## config.mk

```make
export PLATFORM = sky130hd
export DESIGN_NAME = polybius_square_byte_codec_top
export DESIGN_NICKNAME = d
export VERILOG_FILES = /design/src/rtl/core/psbc_pkg.sv /design/src/rtl/core/polybius_square_byte_codec_top.sv
export SDC_FILE = /design/constraint.sdc
export NUM_CORES = 1
export LEC_CHECK = 0
export ABC_AREA = 0
export BUFFER_PORTS_ARGS = -buffer_cell sky130_fd_sc_hd__buf_4
export CAP_MARGIN = 0
export CORE_MARGIN = 2
export CORE_UTILIZATION = 50
export DETAILED_ROUTE_END_ITERATION = 16
export PLACE_DENSITY_LB_ADDON = 0.08
export RECOVER_POWER = 100
export SLEW_MARGIN = 20
export SYNTH_ARGS = -nofsm -noshare
export SYNTH_HDL_FRONTEND = slang
export SYNTH_SLANG_ARGS = --single-unit
export TNS_END_PERCENT = 50
```

## constraint.sdc

```tcl
create_clock -name clk -period 13.01 [get_ports clk]
set_input_delay 2.602 -clock clk [delete_from_list [all_inputs] [get_ports clk]]
set_output_delay 2.602 -clock clk [all_outputs]
set_load 0.005 [all_outputs]
```

## src/rtl/core/psbc_pkg.sv

```systemverilog
// Shared constants for the Polybius-square byte codec.
`timescale 1ns / 1ps
`default_nettype none
package psbc_pkg;

    localparam int RES_MAX = 4;          // most result bytes one input byte can cause

    localparam logic [7:0] CH_SPACE = 8'd32;
    localparam logic [7:0] CH_NL    = 8'd10;
    localparam logic [7:0] CH_ZERO  = 8'd48;
    localparam logic [7:0] CH_NINE  = 8'd57;
    localparam logic [7:0] CH_ONE   = 8'd49;

    localparam logic [7:0] LO_FIRST = 8'd33;   // first byte of the left block
    localparam logic [7:0] LO_LAST  = 8'd122;
    localparam logic [7:0] HI_FIRST = 8'd192;  // first byte of the right block
    localparam logic [7:0] HI_LAST  = 8'd254;
    localparam logic [7:0] BYTE_TOP = 8'd255;

    localparam logic       MODE_ENC = 1'b0;
    localparam logic       MODE_DEC = 1'b1;

endpackage
`default_nettype wire

```

## src/rtl/core/polybius_square_byte_codec_top.sv

```systemverilog
// Top level of the Polybius-square byte codec: classify, encode/decode, result serializer.
`timescale 1ns / 1ps
`default_nettype none
//
//  Channel   Signals                                   Direction  Notes
//  -------   ---------------------------------------   ---------  ----------------------------
//  input     in_valid, in_ready, in_byte               sink       one byte per transfer
//  output    out_valid, out_ready, out_byte, last,     source     one result byte per transfer
//            bad_token
//  config    mode_we, mode_wdata                       sink       0 encode, 1 decode
//
//  An accepted byte is turned into its whole result set (zero to four bytes) in the
//  cycle of its transfer and lands in a four-entry result shift register.  The register
//  drains one byte per cycle while out_ready is high; the next byte is taken in the cycle
//  the last result leaves, or at once when the register is empty.
//  Reset clears mode (encode), the token state and the result count.
//  A stalled output holds the result register and, once it is non-empty, in_ready.
//
module polybius_square_byte_codec_top (
    input  wire logic       clk,
    input  wire logic       rst_n,
    input  wire logic       in_valid,
    output logic            in_ready,
    input  wire logic [7:0] in_byte,
    output logic            out_valid,
    input  wire logic       out_ready,
    output logic [7:0]      out_byte,
    output logic            last,
    output logic            bad_token,
    input  wire logic       mode_we,
    input  wire logic       mode_wdata
);
    import psbc_pkg::*;

    // Configuration and decode token state
    logic       mode_reg;
    logic [1:0] tok_len_reg, tok_len_next;
    logic [3:0] row_reg, row_next;
    logic [6:0] col_reg, col_next;

    // Result shift register: entry 0 is the byte on the output
    logic [7:0] bytes_reg [RES_MAX];
    logic [2:0] cnt_reg;
    logic       bad_reg;

    // Result set of the byte being transferred
    logic [7:0] res_bytes [RES_MAX];
    logic [2:0] res_cnt;
    logic       res_bad;

    logic accept;
    logic take;

    // Encode arithmetic: divide by 10 and by 7 through reciprocal multiplies
    logic [7:0]  idx_lo, idx_hi;
    logic [14:0] prod_lo;
    logic [11:0] prod_hi;
    logic [3:0]  rowq_lo, rowq_hi;
    logic [6:0]  rem_lo;
    logic [5:0]  rem_hi;
    logic        in_lo, in_hi;

    // Decode arithmetic
    logic       is_digit;
    logic [3:0] dig;
    logic [6:0] col_acc;
    logic [7:0] dec_lo, dec_hi;
    logic       tok_ok, tok_top;

    assign out_valid = (cnt_reg != 3'd0);
    assign take      = out_valid && out_ready;
    // Take the next byte when the register is empty or its final byte leaves now
    assign in_ready  = (cnt_reg == 3'd0) || ((cnt_reg == 3'd1) && out_ready);
    assign accept    = in_valid && in_ready;

    assign out_byte  = bytes_reg[0];
    assign last      = (cnt_reg == 3'd1);
    assign bad_token = bad_reg;

    always_comb
    begin
        in_lo   = (in_byte >= LO_FIRST) && (in_byte <= LO_LAST);
        in_hi   = (in_byte >= HI_FIRST) && (in_byte <= HI_LAST);
        idx_lo  = in_byte - LO_FIRST;
        idx_hi  = in_byte - HI_FIRST;
        // x*205 >> 11 equals x/10 for x below 1029
        prod_lo = 15'(idx_lo[6:0]) * 15'd205;
        rowq_lo = prod_lo[14:11];
        rem_lo  = idx_lo[6:0] - 7'(7'(rowq_lo) * 7'd10);
        // x*37 >> 8 equals x/7 for x up to 62
        prod_hi = 12'(idx_hi[5:0]) * 12'd37;
        rowq_hi = prod_hi[11:8];
        rem_hi  = idx_hi[5:0] - 6'(6'(rowq_hi) * 6'd7);

        is_digit = (in_byte >= CH_ZERO) && (in_byte <= CH_NINE);
        dig      = is_digit ? in_byte[3:0] : 4'd0;
        col_acc  = 7'(7'(col_reg * 7'd10) + 7'(dig));

        tok_top = (tok_len_reg == 2'd3) && (row_reg == 4'd9) && (col_reg == 7'd18);
        tok_ok  = (tok_len_reg >= 2'd2) && (row_reg >= 4'd1) && (row_reg <= 4'd9)
                  && (col_reg >= 7'd1) && (col_reg <= 7'd17);
        dec_lo  = LO_FIRST + 8'(8'(row_reg - 4'd1) * 8'd10) + 8'(col_reg - 7'd1);
        dec_hi  = HI_FIRST + 8'(8'(row_reg - 4'd1) * 8'd7) + 8'(col_reg) - 8'd11;
    end

    always_comb
    begin
        res_bytes[0] = CH_SPACE;
        res_bytes[1] = CH_SPACE;
        res_bytes[2] = CH_SPACE;
        res_bytes[3] = CH_SPACE;
        res_cnt      = 3'd0;
        res_bad      = 1'b0;
        tok_len_next = tok_len_reg;
        row_next     = row_reg;
        col_next     = col_reg;

        if (mode_reg == MODE_ENC) begin
            if (in_lo) begin
                res_bytes[0] = CH_ZERO + 8'(rowq_lo) + 8'd1;
                if (rem_lo == 7'd9) begin
                    // column ten spells as two digits
                    res_bytes[1] = CH_ONE;
                    res_bytes[2] = CH_ZERO;
                    res_cnt      = 3'd4;
                end else begin
                    res_bytes[1] = CH_ZERO + 8'(rem_lo) + 8'd1;
                    res_cnt      = 3'd3;
                end
            end else if (in_hi) begin
                res_bytes[0] = CH_ZERO + 8'(rowq_hi) + 8'd1;
                res_bytes[1] = CH_ONE;
                res_bytes[2] = CH_ZERO + 8'(rem_hi) + 8'd1;
                res_cnt      = 3'd4;
            end else if ((in_byte == BYTE_TOP) || (in_byte == CH_SPACE)) begin
                res_cnt = 3'd1;
            end else if (in_byte == CH_NL) begin
                res_bytes[0] = CH_NL;
                res_cnt      = 3'd1;
            end
        end else begin
            if (tok_len_reg == 2'd0) begin
                if ((in_byte == CH_SPACE) || (in_byte == CH_NL)) begin
                    res_bytes[0] = in_byte;
                    res_cnt      = 3'd1;
                end else begin
                    // open a token; a non-digit opens it already bad
                    tok_len_next = 2'd1;
                    row_next     = dig;
                    col_next     = 7'd0;
                end
            end else if (in_byte == CH_SPACE) begin
                // close the token and emit its byte or an error
                tok_len_next = 2'd0;
                row_next     = 4'd0;
                col_next     = 7'd0;
                res_cnt      = 3'd1;
                if (tok_top) begin
                    res_bytes[0] = BYTE_TOP;
                end else if (tok_ok) begin
                    res_bytes[0] = (col_reg <= 7'd10) ? dec_lo : dec_hi;
                end else begin
                    res_bytes[0] = 8'd0;
                    res_bad      = 1'b1;
                end
            end else if (!is_digit || (tok_len_reg == 2'd3)) begin
                row_next = 4'd0;
                if (tok_len_reg != 2'd3) begin
                    tok_len_next = tok_len_reg + 2'd1;
                end
            end else begin
                col_next     = (tok_len_reg == 2'd1) ? 7'(dig) : col_acc;
                tok_len_next = tok_len_reg + 2'd1;
            end
        end
    end

    // Control state: mode, token, result count
    always_ff @(posedge clk or negedge rst_n)
    begin
        if (!rst_n) begin
            mode_reg    <= MODE_ENC;
            tok_len_reg <= 2'd0;
            row_reg     <= 4'd0;
            col_reg     <= 7'd0;
            cnt_reg     <= 3'd0;
            bad_reg     <= 1'b0;
        end else begin
            if (accept) begin
                tok_len_reg <= tok_len_next;
                row_reg     <= row_next;
                col_reg     <= col_next;
                cnt_reg     <= res_cnt;
                bad_reg     <= res_bad;
            end else if (take) begin
                cnt_reg <= cnt_reg - 3'd1;
                bad_reg <= 1'b0;
            end
            // A mode write also drops any open token
            if (mode_we) begin
                mode_reg    <= mode_wdata;
                tok_len_reg <= 2'd0;
                row_reg     <= 4'd0;
                col_reg     <= 7'd0;
            end
        end
    end

    // Result bytes: load on transfer in, advance on transfer out
    always_ff @(posedge clk)
    begin
        if (accept) begin
            for (int i = 0; i < RES_MAX; i++) begin
                bytes_reg[i] <= res_bytes[i];
            end
        end else if (take) begin
            for (int i = 0; i < RES_MAX - 1; i++) begin
                bytes_reg[i] <= bytes_reg[i + 1];
            end
        end
    end

endmodule
`default_nettype wire
```

== Word-level counts from Yosys, hierarchy flattened ==
Memories as Yosys holds them, arrays and structs flattened.
Cells that the tools add are included.
Word-level totals
  flip-flop bits (word level): 18
  latch bits: 0
  bits in writable memories: 32
  bits in read-only memories: 0
  input bits: 14
  memories: 1
Memory list
  bytes_reg: words 4, bits a word 8, rd ports 4, clocked after memory_dff 0, wr ports 4, RTL line polybius_square_byte_codec_top.sv:42  | logic [7:0] bytes_reg [RES_MAX];
Cells by class
  add/sub/neg operators: 22
  $mul: 7
  div/mod/pow operators: 0
  magnitude comparators: 12
  eq/ne operators: 13
  shift operators: 0
  mux-type cells: 65
  bitwise operators: 3
  reduce and logical (&&, ||, !) cells: 27
Operators with widths (count)
  2-to-1 mux 8 bit: 12
  2-to-1 mux 7 bit: 8
  2-to-1 mux 4 bit: 8
  adder 7 x 1 -> 8 bit, second input constant: 3
  2-to-1 mux 24 bit: 1
  2-to-1 mux 3 bit: 8
  greater-or-equal comparator 8 x 6 -> 1 bit, second input constant: 2
  2-to-1 mux 16 bit: 1
  2-to-1 mux 2 bit: 8
  multiplier 7 x 8 -> 15 bit, second input constant: 1
  2-to-1 mux 1 bit: 15
  adder 6 x 4 -> 7 bit, first input constant: 2
  2-to-1 mux 13 bit: 1
  logical AND 1 bit: 12
  multiplier 4 x 3 -> 6 bit, second input constant: 2
  multiplier 6 x 6 -> 12 bit, second input constant: 1
  2-to-1 mux 6 bit: 2
  AND reduction 4 bit: 3
  adder 6 x 7 -> 8 bit, first input constant: 1
  adder 6 x 8 -> 8 bit, first input constant: 1
  adder 8 x 1 -> 8 bit, second input constant: 1
  adder 8 x 7 -> 8 bit: 1
  adder 8 bit: 1
  adder 8 bit, first input constant: 1
  other kinds (46): 53

== Longest topological paths before layout ==
  depth after elaboration: 12
  depth in mapped cells: 33
  mapped depth without buffers: 32

== Least setup slack after synthesis ==
Ideal clock, no wire load.
  kind: in2reg
  start: input in_byte[0]
  end: memory bytes_reg[1][2], data pin
  setup time: 257 ps
  data arrival time: 9294 ps
  data required time: 12753 ps
  path slack: 3459 ps
  cell stages on the path: 30
  buffers on the path: 1
  path through: clkbuf_1 -> inv_1 -> ha_1 -> nor3b_1 -> nand2_1 -> nand2_1 -> xor2_1 -> ha_1 -> inv_1 -> fa_1 -> inv_1 -> ha_1 -> inv_1 -> fa_1 -> inv_1 -> ha_1 -> a211o_1 -> a221oi_1 -> o41ai_2 -> a21oi_1 -> xnor2_2 -> ha_1 -> ha_1 -> fa_1 -> xnor3_1 -> xnor2_1 -> nor2_1 -> nand4b_1 -> o21a_4 -> a32o_1
RTL lines
  start: declaration: RTL line polybius_square_byte_codec_top.sv:24  | input wire logic [7:0] in_byte,
  end: declaration: RTL line polybius_square_byte_codec_top.sv:42

==> flow_summary.rst <==
.. list-table::
   :header-rows: 1

   * - Metric
     - Value
   * - Type of the most critical hold path
     - flop to flop
   * - Clock latency on the worst-skew pair
     - 290 ps
   * - Tightest Pin Transition
     - 1120 ps
   * - Post-synthesis instance total
     - 701
   * - CTS tree
     - done
   * - Proportion of layout cells with a drive suffix above 1
     - 0.0527
   * - Compound-Gate Fraction of Synth Area
     - 0.166
   * - Number of remaining DRC errors
     - 0
   * - Worst path most repeated cell
     - ha_1
   * - Placed Area
     - 6620 µm²
   * - Post-Synth XOR/XNOR Area
     - 0.0916
   * - Gates resized, CTS repair
     - 0
   * - Most frequently used flop master after synthesis
     - edfxtp_1
   * - Vias per inst
     - 5.75
   * - Most common cell after layout, fill and taps aside
     - ha_1
   * - P_leak
     - 0.00323 µW
   * - CTS buffer count
     - 5
   * - Boundary Pins
     - 26
   * - Routability cong.
     - 0.906
   * - Result of the run
     - complete, no violations
   * - Die X
     - 116 µm
   * - Final count of pins violating max slew
     - 0
   * - Vias in the first global route
     - approximately 5300
   * - Fraction of registers with async set or reset after synthesis
     - 0.439
   * - Effective utilization at floorplan
     - 0.516
   * - Core ar.
     - approximately 12000 µm²
   * - Worst Path Max Fanout
     - 18
   * - Peak supply drop
     - 0.163 mV
   * - Count of flip-flops with a built-in enable after synthesis
     - 23
   * - Total number of clock tree sinks
     - 41
   * - Maximum number of pins on one net before global-route repair
     - 26
   * - Share of cell area taken by muxes after synthesis
     - 0.0129
   * - Number of maximum-capacitance violations
     - 0
   * - Worst slew margin
     - 0.255
   * - Number of antenna violations at the first check in global routing
     - 0
   * - Overflow after GRT
     - 0
   * - Clock root buffer master
     - clkbuf_16
   * - Final clock skew
     - 5.69 ps
   * - Routed length per placed instance
     - 17.4 µm
   * - Critical path's largest stage delay
     - 680 ps
   * - Hold buffer count at cts
     - 0
   * - Signal arrival time at the worst endpoint
     - between 10000 and 15000 ps
   * - Post-route standard cell area excluding fillers
     - 6730 µm²
   * - Standard cell with the maximum stage delay on the critical path
     - clkbuf_1
   * - Cell Area, Synth
     - approximately 6300 µm²
   * - Adder-cell share of the synthesized area
     - 0.337
   * - Final period utilization
     - 0.820
   * - Switching power
     - 619 µW
   * - Count of buffers from port buffering
     - 25
   * - Yosys synthesis warning count
     - 0
   * - Endpoint kind of the worst setup timing path
     - flop
   * - Min cycle time layout
     - around 11000 ps
   * - Critical path class
     - input pin to flop
   * - Max clock buf depth
     - 2
   * - Number of distinct library cells after synthesis
     - 78
   * - Total half-perimeter wirelength after legalization and detailed placement
     - ~13000 µm
   * - Post-CTS setup repair buffer count
     - 0
   * - Internal Pwr Total
     - 672 µW
   * - Cell Pwr Density
     - 192 nW/µm²
   * - Flip-flop count of the largest register after layout
     - 23
   * - Setup repair after global routing missed its margin
     - false
   * - Post-layout nets
     - 883
   * - Number of antenna repair diodes
     - 0
   * - Setup violation total in the final timing report
     - 0
   * - Synthesized area per cell
     - 8.96 µm²
   * - Worst endpoint required time
     - roughly 13000 ps
   * - Area share of and/or/nand/nor cells after synthesis
     - 0.138
   * - Area Overhead vs Synth
     - 7.19%
   * - Wire length of the first global-routing pass
     - 26300 µm
   * - Comb pwr share
     - 0.731
   * - Dominant combinational cell family by area after synthesis
     - adder cells
   * - Clk pin slew, worst setup/hold paths
     - 60 ps
   * - Upper clock frequency limit
     - 93.7 MHz
   * - Final setup TNS
     - 0 ps
   * - Vertical die dimension
     - between 100 and 150 µm
   * - All-Layer GR Usage
     - 0.249
   * - Top-area cell type share of the netlist area
     - 0.233
   * - Fraction of power spent switching nets
     - 0.480
   * - Total via count in the routed design
     - 5112
   * - Number of DRC markers in iteration 0
     - 319
   * - Total detailed-routing wirelength
     - 15400 µm
   * - Seq pwr share
     - 0.154
   * - Commonest non-fill, non-tap cells in the layout
     - ha_1, inv_1, nand2_1
   * - Clock network fraction of total power
     - 0.115
   * - Reg-to-reg setup timing slack
     - 8010 ps
   * - Largest area contributor in the synthesized netlist
     - ha_1
   * - First-pass DRT Iterations
     - 6
   * - Number of synthesized register bits
     - 41
   * - Cell types occupying the most area after synthesis
     - ha_1, edfxtp_1, fa_1
   * - Maximum level of the CTS H-tree
     - 2
   * - Site row count
     - 40
   * - Share of the yosys chip area belonging to registers
     - 0.182
   * - Die Footprint
     - 13500 µm²
   * - Final hold vios
     - 0
   * - Element type at the critical path start
     - input pin
   * - Count of antenna-violating nets left after detailed routing
     - 0
   * - Syn_nets
     - 864
[synth_stat cells, drive strengths merged, types with 12 or more instances]
cell	instances
inv	106
xor2	24
ha	117
nand2	51
edfxtp	23
dfrtp	18
nor2	45
a21oi	30
fa	32
o21ai	28
a31oi	12
xnor2	33
[cell type report]
| cell class | count | area, µm² |
|---|---|---|
| flip-flops and latches | 41 | 1140 |
| repair buffers | 26 | 169 |
| clock inverters | 3 | 43.8 |
| inverters | 106 | 398 |
| well taps | 168 | 210 |
| multi-input cells | 540 | 4650 |
| clock buffers | 5 | 125 |
| fillers | 1146 | 5430 |
[cell families (layout without fill, tap and decap cells)]
kind of cell    after synthesis  in the layout
buf+inv                     120            140
simple gates                174            174
flops                        41             41
xor+xnor                     60             60
compound gates              148            148
mux                           8              8
fa+ha+maj                   150            150
[power by group through the flow]
stage          Clock [µW]  Combinational [µW]  Sequential [µW]
2_1_floorplan           0                 721              197
3_3_place_gp            0                 926              201
3_5_place_dp            0                 945              202
4_1_cts               148                 954              199
5_1_grt               153                1060              202
6_report              148                 944              199
[metal layers]
layer,wire [µm],vias to the layer above,global-route usage
met5,0,-,0
met3,749,26,0.0235
met1,7160,2433,0.340
li1,-,2493,-
met4,323,0,0.0683
met2,7210,160,0.422
[worst max-delay path, delay by kind of cell]
kind / cells / cell delay, ps
AND/OR/NAND/NOR: 5 / 660
XOR/XNOR: 4 / 1050
adder cells (fa/ha/maj): 9 / 3250
buffers and inverters: 6 / 1270
AO/OA/AOI/OAI: 6 / 1880
[metrics by stage]
| stage | total power [µW] | utilization | setup slack, ps | hold slack (ps) | cells |
|---|---|---|---|---|---|
| after global routing | 1420 | 0.554 | 1680 | 516 | 889 |
| after global placement | 1130 | 0.545 | 2840 | 476 | 881 |
| after detailed placement | 1150 | 0.545 | 2630 | 487 | 881 |
| after CTS | 1300 | 0.558 | 2930 | 501 | 889 |
| final | 1290 | 0.554 | 2340 | 486 | 889 |
| after floorplan | 917 | - | 3460 | 472 | 701 |
[worst paths after layout]
| kind | startpoint | to | depth (start not counted) |
|---|---|---|---|
| worst max-delay path | in_byte[0] | bytes_reg[1][3] | 30 |
| worst min-delay path | bad_token | bad_token | 2 |
| worst max register to register | row_reg[0] | bytes_reg[0][5] | 18 |
| worst min register to register | bad_token | bad_token | 2 |
| max in group asynchronous | rst_n | cnt_reg[2] | 1 |
| min in group asynchronous | rst_n | col_reg[6] | 1 |
(Power assumes the default switching activity.)
